==> config.mk <==
export PLATFORM = sky130hd
export DESIGN_NAME = bmhq_ctrl
export DESIGN_NICKNAME = d
export VERILOG_FILES = /design/src/sv/bmhq_pkg.sv /design/src/sv/bmhq_ctrl.sv
export SDC_FILE = /design/constraint.sdc
export NUM_CORES = 1
export LEC_CHECK = 0
export BUFFER_PORTS_ARGS = -buffer_cell sky130_fd_sc_hd__buf_2
export CAP_MARGIN = 20
export CORE_MARGIN = 10
export CORE_UTILIZATION = 40
export CTS_CLUSTER_SIZE = 24
export DETAILED_ROUTE_END_ITERATION = 8
export PLACE_DENSITY_LB_ADDON = 0.05
export RECOVER_POWER = 25
export SYNTH_ARGS = -nofsm -noshare
export SYNTH_HDL_FRONTEND = slang
export SYNTH_SLANG_ARGS = --single-unit
==> constraint.sdc <==
create_clock -name clock -period 3.9 [get_ports clock]
set_input_delay 0.195 -clock clock [delete_from_list [all_inputs] [get_ports clock]]
set_output_delay 0.195 -clock clock [all_outputs]
set_load 0.01 [all_outputs]
==> src/sv/bmhq_pkg.sv <==
// Shared constants, command and status codes, and the controller/datapath
// interface structs of the binary min-heap queue. No dependencies.
package bmhq_pkg;

   localparam int CAPACITY_DEF     = 2048;
   localparam int NODE_ID_BITS_DEF = 11;
   localparam int KEY_BITS_DEF     = 32;
   localparam int COST_BITS        = 32;

   localparam logic [1:0] CMD_INSERT   = 2'd0;
   localparam logic [1:0] CMD_POP      = 2'd1;
   localparam logic [1:0] CMD_DECREASE = 2'd2;
   localparam logic [1:0] CMD_RESERVED = 2'd3;

   localparam logic [1:0] ST_OK        = 2'd0;
   localparam logic [1:0] ST_EMPTY     = 2'd1;
   localparam logic [1:0] ST_FULL      = 2'd2;
   localparam logic [1:0] ST_NOT_FOUND = 2'd3;

   // Datapath operations issued by the controller, one per cycle.
   localparam logic [4:0] OP_IDLE       = 5'd0;
   localparam logic [4:0] OP_LOAD       = 5'd1;
   localparam logic [4:0] OP_INS_START  = 5'd2;
   localparam logic [4:0] OP_POP_START  = 5'd3;
   localparam logic [4:0] OP_SCAN_START = 5'd4;
   localparam logic [4:0] OP_UP_READ    = 5'd5;
   localparam logic [4:0] OP_UP_MOVE    = 5'd6;
   localparam logic [4:0] OP_PLACE      = 5'd7;
   localparam logic [4:0] OP_POP_ROOT   = 5'd8;
   localparam logic [4:0] OP_POP_LAST   = 5'd9;
   localparam logic [4:0] OP_DN_READ    = 5'd10;
   localparam logic [4:0] OP_DN_LEFT    = 5'd11;
   localparam logic [4:0] OP_DN_RIGHT   = 5'd12;
   localparam logic [4:0] OP_DN_MOVE    = 5'd13;
   localparam logic [4:0] OP_SCAN_NEXT  = 5'd14;
   localparam logic [4:0] OP_SCAN_HIT   = 5'd15;
   localparam logic [4:0] OP_RESPOND    = 5'd16;

   typedef struct packed {
      logic [4:0] op;
      logic [1:0] status;
   } dp_cmd_type;

   typedef struct packed {
      logic [1:0] cmd;
      logic       full;
      logic       empty;
      logic       idx_zero;
      logic       up_swap;
      logic       dn_leaf;
      logic       right_in;
      logic       cand_item;
      logic       id_match;
      logic       scan_end;
   } dp_stat_type;

endpackage

==> src/sv/bmhq_ctrl.sv <==
// Heap controller: state machine that sequences insert, pop and decrease
// through datapath operations and owns the handshake. Depends on bmhq_pkg.
module bmhq_ctrl (
   input  logic                  clock,
   input  logic                  reset,
   input  logic                  req_valid,
   output logic                  req_stall,
   output logic                  rsp_valid,
   input  logic                  rsp_stall,
   input  bmhq_pkg::dp_stat_type stat,
   output bmhq_pkg::dp_cmd_type  cmd
);

   localparam logic [3:0] S_IDLE      = 4'd0;
   localparam logic [3:0] S_DISPATCH  = 4'd1;
   localparam logic [3:0] S_UP_CHECK  = 4'd2;
   localparam logic [3:0] S_UP_CMP    = 4'd3;
   localparam logic [3:0] S_POP_ROOT  = 4'd4;
   localparam logic [3:0] S_POP_LAST  = 4'd5;
   localparam logic [3:0] S_DN_CHECK  = 4'd6;
   localparam logic [3:0] S_DN_LEFT   = 4'd7;
   localparam logic [3:0] S_DN_RIGHT  = 4'd8;
   localparam logic [3:0] S_DN_DECIDE = 4'd9;
   localparam logic [3:0] S_SCAN      = 4'd10;
   localparam logic [3:0] S_FINISH    = 4'd11;

   logic [3:0] state_ff, state_in;
   logic [1:0] status_ff, status_in;
   logic       rsp_valid_ff, rsp_valid_in;

   always_comb begin
      state_in     = state_ff;
      status_in    = status_ff;
      rsp_valid_in = rsp_valid_ff && rsp_stall;
      cmd.op       = bmhq_pkg::OP_IDLE;
      cmd.status   = status_ff;
      case (state_ff)
         S_IDLE: begin
            if (req_valid) begin
               cmd.op   = bmhq_pkg::OP_LOAD;
               state_in = S_DISPATCH;
            end
         end
         S_DISPATCH: begin
            status_in = bmhq_pkg::ST_OK;
            state_in  = S_FINISH;
            case (stat.cmd)
               bmhq_pkg::CMD_INSERT: begin
                  if (stat.full) begin
                     status_in = bmhq_pkg::ST_FULL;
                  end else begin
                     cmd.op   = bmhq_pkg::OP_INS_START;
                     state_in = S_UP_CHECK;
                  end
               end
               bmhq_pkg::CMD_POP: begin
                  if (stat.empty) begin
                     status_in = bmhq_pkg::ST_EMPTY;
                  end else begin
                     cmd.op   = bmhq_pkg::OP_POP_START;
                     state_in = S_POP_ROOT;
                  end
               end
               bmhq_pkg::CMD_DECREASE: begin
                  if (stat.empty) begin
                     status_in = bmhq_pkg::ST_NOT_FOUND;
                  end else begin
                     cmd.op   = bmhq_pkg::OP_SCAN_START;
                     state_in = S_SCAN;
                  end
               end
               default: begin
               end
            endcase
         end
         S_UP_CHECK: begin
            if (stat.idx_zero) begin
               cmd.op   = bmhq_pkg::OP_PLACE;
               state_in = S_FINISH;
            end else begin
               cmd.op   = bmhq_pkg::OP_UP_READ;
               state_in = S_UP_CMP;
            end
         end
         S_UP_CMP: begin
            if (stat.up_swap) begin
               cmd.op   = bmhq_pkg::OP_UP_MOVE;
               state_in = S_UP_CHECK;
            end else begin
               cmd.op   = bmhq_pkg::OP_PLACE;
               state_in = S_FINISH;
            end
         end
         S_POP_ROOT: begin
            cmd.op   = bmhq_pkg::OP_POP_ROOT;
            state_in = S_POP_LAST;
         end
         S_POP_LAST: begin
            // Popping the only entry leaves nothing to sift.
            cmd.op   = bmhq_pkg::OP_POP_LAST;
            state_in = stat.empty ? S_FINISH : S_DN_CHECK;
         end
         S_DN_CHECK: begin
            if (stat.dn_leaf) begin
               cmd.op   = bmhq_pkg::OP_PLACE;
               state_in = S_FINISH;
            end else begin
               cmd.op   = bmhq_pkg::OP_DN_READ;
               state_in = S_DN_LEFT;
            end
         end
         S_DN_LEFT: begin
            cmd.op   = bmhq_pkg::OP_DN_LEFT;
            state_in = stat.right_in ? S_DN_RIGHT : S_DN_DECIDE;
         end
         S_DN_RIGHT: begin
            cmd.op   = bmhq_pkg::OP_DN_RIGHT;
            state_in = S_DN_DECIDE;
         end
         S_DN_DECIDE: begin
            if (stat.cand_item) begin
               cmd.op   = bmhq_pkg::OP_PLACE;
               state_in = S_FINISH;
            end else begin
               cmd.op   = bmhq_pkg::OP_DN_MOVE;
               state_in = S_DN_CHECK;
            end
         end
         S_SCAN: begin
            if (stat.id_match) begin
               cmd.op   = bmhq_pkg::OP_SCAN_HIT;
               state_in = S_UP_CHECK;
            end else if (stat.scan_end) begin
               status_in = bmhq_pkg::ST_NOT_FOUND;
               state_in  = S_FINISH;
            end else begin
               cmd.op = bmhq_pkg::OP_SCAN_NEXT;
            end
         end
         S_FINISH: begin
            if (!rsp_valid_ff || !rsp_stall) begin
               cmd.op       = bmhq_pkg::OP_RESPOND;
               rsp_valid_in = 1'b1;
               state_in     = S_IDLE;
            end
         end
         default: begin
            state_in = S_IDLE;
         end
      endcase
   end

   always_ff @(posedge clock) begin
      if (reset) begin
         state_ff     <= S_IDLE;
         status_ff    <= bmhq_pkg::ST_OK;
         rsp_valid_ff <= 1'b0;
      end else begin
         state_ff     <= state_in;
         status_ff    <= status_in;
         rsp_valid_ff <= rsp_valid_in;
      end
   end

   assign req_stall = (state_ff != S_IDLE);
   assign rsp_valid = rsp_valid_ff;

endmodule

==> results of run 1 <==
==> worst register-to-register path, cell delays in order, from the launching register on <==
cell and delay [ns]:
dfxtp_1 0.83, nand4bb_1 0.28, or3_1 0.40, a31oi_1 0.18, a211oi_2 0.06
==> state kept, by name (all words and copies together), names as in the netlist <==
| register | flops |
|---|---|
| state_ff | 4 |
| status_ff | 2 |
| rsp_valid | 1 |
==> path summary, 6_finish.rpt <==
| path | from | to |
|---|---|---|
| setup / recovery | state_ff[3] | cmd[2] |
| hold / removal | reset | state_ff[0] |
| setup reg to reg | state_ff[3] | state_ff[0] |
| hold reg to reg | status_ff[1] | status_ff[1] |
==> through the flow <==
step                      setup slack (ns)  power (uW)   util  hold slack (ns)
after floorplan                       2.35         438      -            0.377
after global placement                2.05         532  0.493            0.486
after detailed placement              2.03         533  0.493            0.482
after CTS                             1.74         606  0.507            0.212
after global routing                  1.65         651  0.505            0.216
final                                 1.73         596  0.505            0.213
==> Yosys cell counts, types with 2 or more instances <==
cell | instances | area share
a21oi_1 | 10 | 0.064
nor2_1 | 10 | 0.048
dfxtp_1 | 7 | 0.18
o21ai_0 | 7 | 0.045
nand2_1 | 6 | 0.029
inv_1 | 5 | 0.024
nand3_1 | 5 | 0.032
nor3_1 | 5 | 0.032
a31oi_1 | 4 | 0.032
buf_2 | 3 | 0.019
clkbuf_1 | 3 | 0.014
nand2b_1 | 3 | 0.024
nand3b_1 | 3 | 0.029
nand4b_1 | 3 | 0.034
a211oi_1 | 2 | 0.019
a211oi_2 | 2 | 0.032
a21o_1 | 2 | 0.019
and2_1 | 2 | 0.016
buf_1 | 2 | 0.0097
o22ai_1 | 2 | 0.016
o32ai_1 | 2 | 0.023
o41ai_1 | 2 | 0.023
==> power by group through the flow <==
stage               logic [uW]  registers [uW]  clock network, uW
floorplan                  315             123                  0
global placement           343             190                  0
detailed placement         340             192                  0
CTS                        342             191               73.1
global route               373             201               76.3
finish                     333             194               70.0
==> final cells by class <==
cell class	instances	share of cell area
inverters	5	0.0208
well taps	25	0.0347
flip-flops and latches	7	0.156
multi-input cells	89	0.636
clock buffers	4	0.0292
repair buffers	23	0.124
==> layer usage <==
metal  up-vias  global-route usage  part of all wire
li1        456                   -                 -
met2        31               0.168              0.47
met5         -                   0                 0
met1       385               0.126              0.43
met4         0              0.0328             0.010
met3         2              0.0453             0.092
==> cell families (layout without fill, tap and decap cells) <==
group,count (synthesis),in the layout
XOR/XNOR,1,1
buffers and inverters,14,32
flip-flops,7,7
AND/OR/NAND/NOR,47,47
multiplexers,1,1
AO/OA/AOI/OAI,39,39
adder cells (fa/ha/maj),1,1
==> results.toml, run 1 <==
[status]
status = "finished clean"

[timing]
worst_slew_pin_slew_ns = 0.791
layout_worst_path_cycle_share = 0.555
timing.fmax_mhz = 462
tns_ns = 0
fin_crit_ns = 2.17
rsz0062_at_grt = "no"
worst_clock_skew_ns = 0.00392
max_slew_margin = 0.472
hold_viol = 0
slew_viol_final = 0
final-setup-viol-count = 0

[logic_synthesis]
synth.avg_cell_area_sq_um = 7.06
synth_xor_area_frac = 0.0113
synth_mux_area_frac = 0.0129
syn_area_sq_um = 777
syn_inst = 110
synthArstFlopShare = 0
synth_fa_ha_area_frac = 0.0129
ys_ff_latch = 7
synth_edf_count = 0
synthDistinctLibCells = 42
ys_seq_area_frac = 0.180
synth_compound_area_frac = 0.340
synth_top_family_by_area = "simple AND/OR/NAND/NOR gates"
yosys.area_share.simple = 0.361
synth-warning-count = 0
syn_nets = 125
synthFlopType = "dfxtp_1"

[setup_path]
reg2reg_slack_ns = 2.03
path_max_fanout = 26
cp.depth = 5
worst_setup_path_end_kind = "output pin"
crit_chain = "or3b_2, a21oi_1, a31oi_1, o32ai_1, buf_2"
cp.arrival_ns = 1.97
max_stage_delay_ns = 0.56
worstPathRequired_ns = 3.70
slowest_stage = "dfxtp_1"
critPathKind = "reg -> out"
r2r_cells = 4
crit_buf_inv = 1
cp_top_family = "flip-flops"
cp-start-kind = "flop"

[final_layout]
multi_input_area_sq_um = 573
postLayoutCellArea_sq_um = 901
fin_cells = 153
mostFrequentLayoutCells = "20 x buf_2, 10 x a21oi_1, 10 x nor2_1"
fillerInstances = 209
diodes = 0
regArea_sq_um = 140
final_common_cell = "buf_2"
synthToLayoutAreaGrowth_pct = 15.9
drive_gt1_frac = 0.234
nNetsFinal = 144

[route]
wirelength_mm = 2.31
drtPass1Iterations = 4
routed_via_density = 5.71
remaining_drc_errors = 0
num_vias = 874
wire_per_inst_um = 15.1
ant_nets = 0
drt-initial-drc-count = 35

[hold_path]
holdPathStages = 2
hp-class = "in -> reg"

[die]
die_x_um = 64.1
ios = 24
start_util = 0.436
die_h_um = 64.1
core_sq_mm = 0.00178
rows = 15
dieArea_sq_mm = 0.00411

[global_route]
grt_pass1_wl_mm = 3.60
grt_pass1_vias = 789
overflow = 0
grt_max_degree = 27
antenna_found_initial = 0
grtUsageTotal = 0.106

[power]
p_leak_uw = 0.000342
intPower_uw = 307
p_clk_frac = 0.117
p_sw_uw = 289
p_comb_frac = 0.558
cellPowerDensity_mw_per_mm2 = 662
pwr-share-seq = 0.325
ir_drop_mv = 0.450
p_sw_frac = 0.484

[clocking]
root_buffer = "clkbuf_4"
clk-insertion-delay-late_ns = 0.26
clock_path_buffers = 2
postCtsResizedCells = 0
cts_sinks = 7
cts.hold.buffers_added = 0
post_cts_buffers = 0
path_clk_slew_ns = 0.06
cts_buffers = 3
cts_tree = "yes"
h-tree-depth = 1

[place]
gp_congestion = 0.753
placed_cells = 149
hpwl_mm = 1.71
post_dp_cell_area_sq_um = 878
port_buffers = 23

[run]
drv_cap = 0
Note: power is estimated with default switching activity, not from simulation.
==> run 2, diff against run 1 <==
Clock period 3.9 ns to 1.9 ns, I/O delays scaled along.
==> run 2 against run 1 <==
Core utilization is 2.7 points higher. Sequential cell count stayed put. Die area stayed put. Routed wire length is 4.2% higher. Sequential share of layout area is 0.52 points lower. Setup slack worse by 1.6 ns. Critical path depth is 2 lower. Critical path type unchanged.
==> results.toml, run 2 (synthesis results as in run 1) <==
[status]
status = "finished clean"

[timing]
tns_ns = 0
max_slew_margin = 0.738
rsz0062_at_grt = "no"
hold_viol = 0
timing.fmax_mhz = 576
layout_worst_path_cycle_share = 0.914
worst_slew_pin_slew_ns = 0.392
final-setup-viol-count = 0
setup_ws_ns = 0.163
worst_clock_skew_ns = 0.00531
slew_viol_final = 0
fin_crit_ns = 1.74

[final_layout]
mostFrequentLayoutCells = "20 x buf_2, 10 x a21oi_1, 10 x nor2_1"
nNetsFinal = 150
postLayoutCellArea_sq_um = 948
synthToLayoutAreaGrowth_pct = 22.1
drive_gt1_frac = 0.284
multi_input_area_sq_um = 573
diodes = 0
regArea_sq_um = 143
final_common_cell = "buf_2"
fillerInstances = 193
fin_cells = 159
regMostFlops = "state_ff"
largest_reg_flops = 4

[power]
p_sw_uw = 604
p_clk_frac = 0.110
p_leak_uw = 0.000374
pwr-share-seq = 0.234
ir_drop_mv = 0.888
cellPowerDensity_mw_per_mm2 = 1360
p_comb_frac = 0.656
p_sw_frac = 0.468
intPower_uw = 687

[route]
drt-initial-drc-count = 40
num_vias = 909
remaining_drc_errors = 0
routed_via_density = 5.72
wirelength_mm = 2.41
wire_per_inst_um = 15.1
drtPass1Iterations = 4
ant_nets = 0

[hold_path]
hp-class = "in -> reg"
holdPathStages = 2

[setup_path]
reg2reg_slack_ns = 0.33
timing.rr.end = "state_ff[0]"
path_max_fanout = 13
r2r_cells = 4
cp.arrival_ns = 1.64
max_stage_delay_ns = 0.61
slowest_stage = "or4b_4"
crit_buf_inv = 1
crit_chain = "or4b_4, o2111ai_1, buf_2"
cp_top_family = "simple AND/OR/NAND/NOR gates"
cp.depth = 3
startpoint = "state_ff[2]"
cp-start-kind = "flop"
worst_setup_path_end_kind = "output pin"
crit_path_end = "cmd[3]"
r2r-start = "state_ff[2]"
worstPathRequired_ns = 1.80
critPathKind = "reg -> out"

[clocking]
clock_path_buffers = 2
cts_sinks = 7
path_clk_slew_ns = 0.05
cts_buffers = 3
cts_tree = "yes"
root_buffer = "clkbuf_4"
h-tree-depth = 1
clk-insertion-delay-late_ns = 0.25

[run]
drv_cap = 0

[die]
die_x_um = 64.1
die_h_um = 64.1
dieArea_sq_mm = 0.00411
core_sq_mm = 0.00178
rows = 15
start_util = 0.436
ios = 24

[place]
port_buffers = 23
dp_slack_ns = 0.295
gp_congestion = 0.847
post_dp_cell_area_sq_um = 923
hpwl_mm = 1.90
placed_cells = 155

[global_route]
grtUsageTotal = 0.111
antenna_found_initial = 0
grt_pass1_wl_mm = 3.78
overflow = 0
grt_max_degree = 16
grt_pass1_vias = 839
[run 2: power by group through the flow]
stage / logic (uW) / registers, uW / clock network [uW]
after floorplan: 646 / 252 / 0
after global placement: 864 / 299 / 0
after detailed placement: 858 / 297 / 0
after CTS: 860 / 296 / 147
after global routing: 939 / 318 / 156
final: 847 / 303 / 141
[run 2: repair_timing]
action | in CTS | in global routing
hold buffers | 0 | 0
endpoints found under the setup margin | 0 | 2
gates resized for setup | 0 | 2
buffers inserted | 0 | 0
[run 2: metrics by stage]
stage	total power, uW	util	hold WS [ns]
2_1_floorplan	898	-	0.267
3_3_place_gp	1160	0.518	0.387
3_5_place_dp	1150	0.518	0.392
4_1_cts	1300	0.533	0.121
5_1_grt	1410	0.532	0.135
6_report	1290	0.532	0.128
[run 2: worst min path at each step]
stage               slack [ns]     endpoint  startpoint
floorplan                 0.27       cmd[6]   rsp_stall
global placement          0.39  state_ff[0]       reset
detailed placement        0.39  state_ff[0]       reset
CTS                       0.12  state_ff[0]       reset
global route              0.14  state_ff[0]       reset
finish                    0.13  state_ff[0]       reset
[run 2: worst register-to-register path, delay by kind of cell (launching register included)]
kind             cells  cell delay [ns]
AO/OA/AOI/OAI        2             0.38
flip-flops           1             0.42
AND/OR/NAND/NOR      2             0.70
[run 2: cell type report]
| cell class | count | area share |
|---|---|---|
| Timing Repair Buffer | 29 | 0.165 |
| Sequential cell | 7 | 0.150 |
| Clock buffer | 4 | 0.0277 |
| Multi-Input combinational cell | 89 | 0.604 |
| Tap cell | 25 | 0.0330 |
| Inverter | 5 | 0.0198 |
[run 2: routing by layer]
metal,wire length (um),GRT usage,share of wire,vias to the layer above
met5,0,0,0,-
met3,174,0.0436,0.072,0
met2,1150,0.180,0.48,31
met4,0,0.0246,0,0
li1,-,-,-,466
met1,1090,0.133,0.45,412
==> run 3, diff against run 2 <==
Settings changed: ABC_AREA set to 1, GPL_TIMING_DRIVEN set to 0.
==> run 3 against run 2 <==
Clock skew is 0.0037 ns lower. Register-to-register slack better by 0.13 ns. Clock power is 5% lower. Core utilization is 0.14 points lower. Largest cell class unchanged. Maximum frequency is 0.28% higher. Count of clock-buffer cells in the layout stayed put. Via count is 1.3% higher. Sequential share of layout area is 0.22 points lower. Global-route usage is 0.33 points lower. Critical path depth is 4 higher. Critical endpoint is now cmd[4].
==> results.toml, run 3 <==
[status]
status = "finished clean"

[final_layout]
finish.utilization = 0.531
fin_cells = 190
multi_input_area_sq_um = 562
final_common_cell = "nand2_1"
postLayoutCellArea_sq_um = 946
drive_gt1_frac = 0.242
diodes = 0
mostFrequentLayoutCells = "44 x nand2_1, 24 x nor2_1, 20 x buf_2"
largest_reg_flops = 4
regArea_sq_um = 140
fillerInstances = 200
synthToLayoutAreaGrowth_pct = 21.7
regMostFlops = "state_ff"
nNetsFinal = 181

[logic_synthesis]
synthFlopType = "dfxtp_1"
synth-warning-count = 0
syn_inst = 138
synthArstFlopShare = 0
ys_seq_area_frac = 0.180
ys_ff_latch = 7
synth.area.top_cells = "nand2_1 21%, dfxtp_1 18%, nor2_1 12%"
synth_edf_count = 0
synthDistinctLibCells = 25
synth_commonest_cells = "44 x nand2_1, 24 x nor2_1, 17 x inv_1"
synth_top_area_frac = 0.213
syn_area_sq_um = 777
syn_nets = 153
synth.avg_cell_area_sq_um = 5.63
synth_top_area_cell = "nand2_1"
yosysMostFrequentCell = "nand2_1"

[die]
die_h_um = 64.1
dieArea_sq_mm = 0.00411
die_x_um = 64.1
rows = 15
ios = 24
core_sq_mm = 0.00178
start_util = 0.436

[setup_path]
path_max_fanout = 6
critPathKind = "reg -> out"
cp.arrival_ns = 1.64
worstPathRequired_ns = 1.80
cp-start-kind = "flop"
worst_setup_path_end_kind = "output pin"

[power]
pwr-share-seq = 0.215
p_leak_uw = 0.000529
p_comb_frac = 0.686
cellPowerDensity_mw_per_mm2 = 1430
intPower_uw = 620
p_sw_frac = 0.541
p_clk_frac = 0.099
ir_drop_mv = 0.822
p_sw_uw = 732

[clocking]
clock_path_buffers = 2
clk-insertion-delay-late_ns = 0.25
root_buffer = "clkbuf_4"
cts_tree = "yes"
cts.hold.buffers_added = 0
h-tree-depth = 1
postCtsResizedCells = 0
post_cts_buffers = 0
cts_sinks = 7
path_clk_slew_ns = 0.05
cts_buffers = 3

[route]
routed_via_density = 4.85
wirelength_mm = 2.26
drt-initial-drc-count = 31
drtPass1Iterations = 4
remaining_drc_errors = 0
ant_nets = 0
wire_per_inst_um = 11.9
num_vias = 921

[global_route]
grt_pass1_wl_mm = 3.71
grtUsageTotal = 0.107
grt_pass1_vias = 885
overflow = 0
antenna_found_initial = 0
grt_max_degree = 8

[timing]
hold_viol = 0
worst_clock_skew_ns = 0.00158
final-setup-viol-count = 0
fin_crit_ns = 1.73
slew_viol_final = 0
rsz0062_at_grt = "no"
worst_slew_pin_slew_ns = 0.473
max_slew_margin = 0.683
tns_ns = 0
layout_worst_path_cycle_share = 0.911
timing.fmax_mhz = 577
holdWs_ns = 0.0994

[place]
placed_cells = 186
gp_congestion = 0.942
port_buffers = 23
post_dp_cell_area_sq_um = 923
hpwl_mm = 1.92

[run]
drv_cap = 0

[hold_path]
hp-class = "in -> reg"
-- run 3: cell count changes after synthesis, moves of 4 or more --
cell / delta
o21ai_0: -4
nand2_1: +38
a21oi_1: -4
nor2_1: +14
inv_1: +12
-- run 3: metrics by stage --
stage               setup WS [ns]  total power, uW
global placement            0.406             1230
CTS                         0.164             1370
detailed placement          0.431             1230
global route              0.00266             1500
floorplan                   0.618              952
finish                      0.168             1350
-- run 3: worst max-delay path, cell delays in order, from the launching register on --
cell and delay, ns:
dfxtp_1 0.49, nand2_2 0.15, nor2_4 0.20, inv_2 0.08, nor3_1 0.18, a21oi_1 0.07
nand4_1 0.08, buf_2 0.13
-- run 3: final timing paths --
path | end | depth (start not counted) | slack, ns | start
setup / recovery | cmd[4] | 7 | 0.17 | state_ff[0]
setup reg to reg | state_ff[3] | 8 | 0.46 | state_ff[2]
hold reg to reg | status_ff[1] | 2 | 0.48 | status_ff[1]
hold / removal | state_ff[0] | 2 | 0.1 | reset
-- run 3: kinds of logic after synthesis --
| family | Yosys count | synth area share |
|---|---|---|
| AOI/OAI and AO/OA | 17 | 0.151 |
| and+or+nand+nor | 94 | 0.572 |
| buffers and inverters | 20 | 0.0966 |
| DFF | 7 | 0.180 |
-- run 3: layout make-up --
class / instances / area share
clock buffers: 4 / 0.0278
inverters: 20 / 0.0794
multi-input cells: 111 / 0.594
flip-flops and latches: 7 / 0.148
well taps: 25 / 0.0331
repair buffers: 23 / 0.118
-- run 3: power by group through the flow --
stage | clock, uW | combinational (uW) | sequential, uW
6_report | 134 | 927 | 291
4_1_cts | 140 | 943 | 288
3_3_place_gp | 0 | 942 | 290
2_1_floorplan | 0 | 662 | 289
3_5_place_dp | 0 | 940 | 291
5_1_grt | 158 | 1040 | 304
-- run 3: routing by layer --
layer  routed length, um  track usage  share of wire
met4                   0       0.0246              0
met1                1060        0.123           0.47
met3                 113       0.0366          0.050
met5                   0            0              0
met2                1090        0.187           0.48
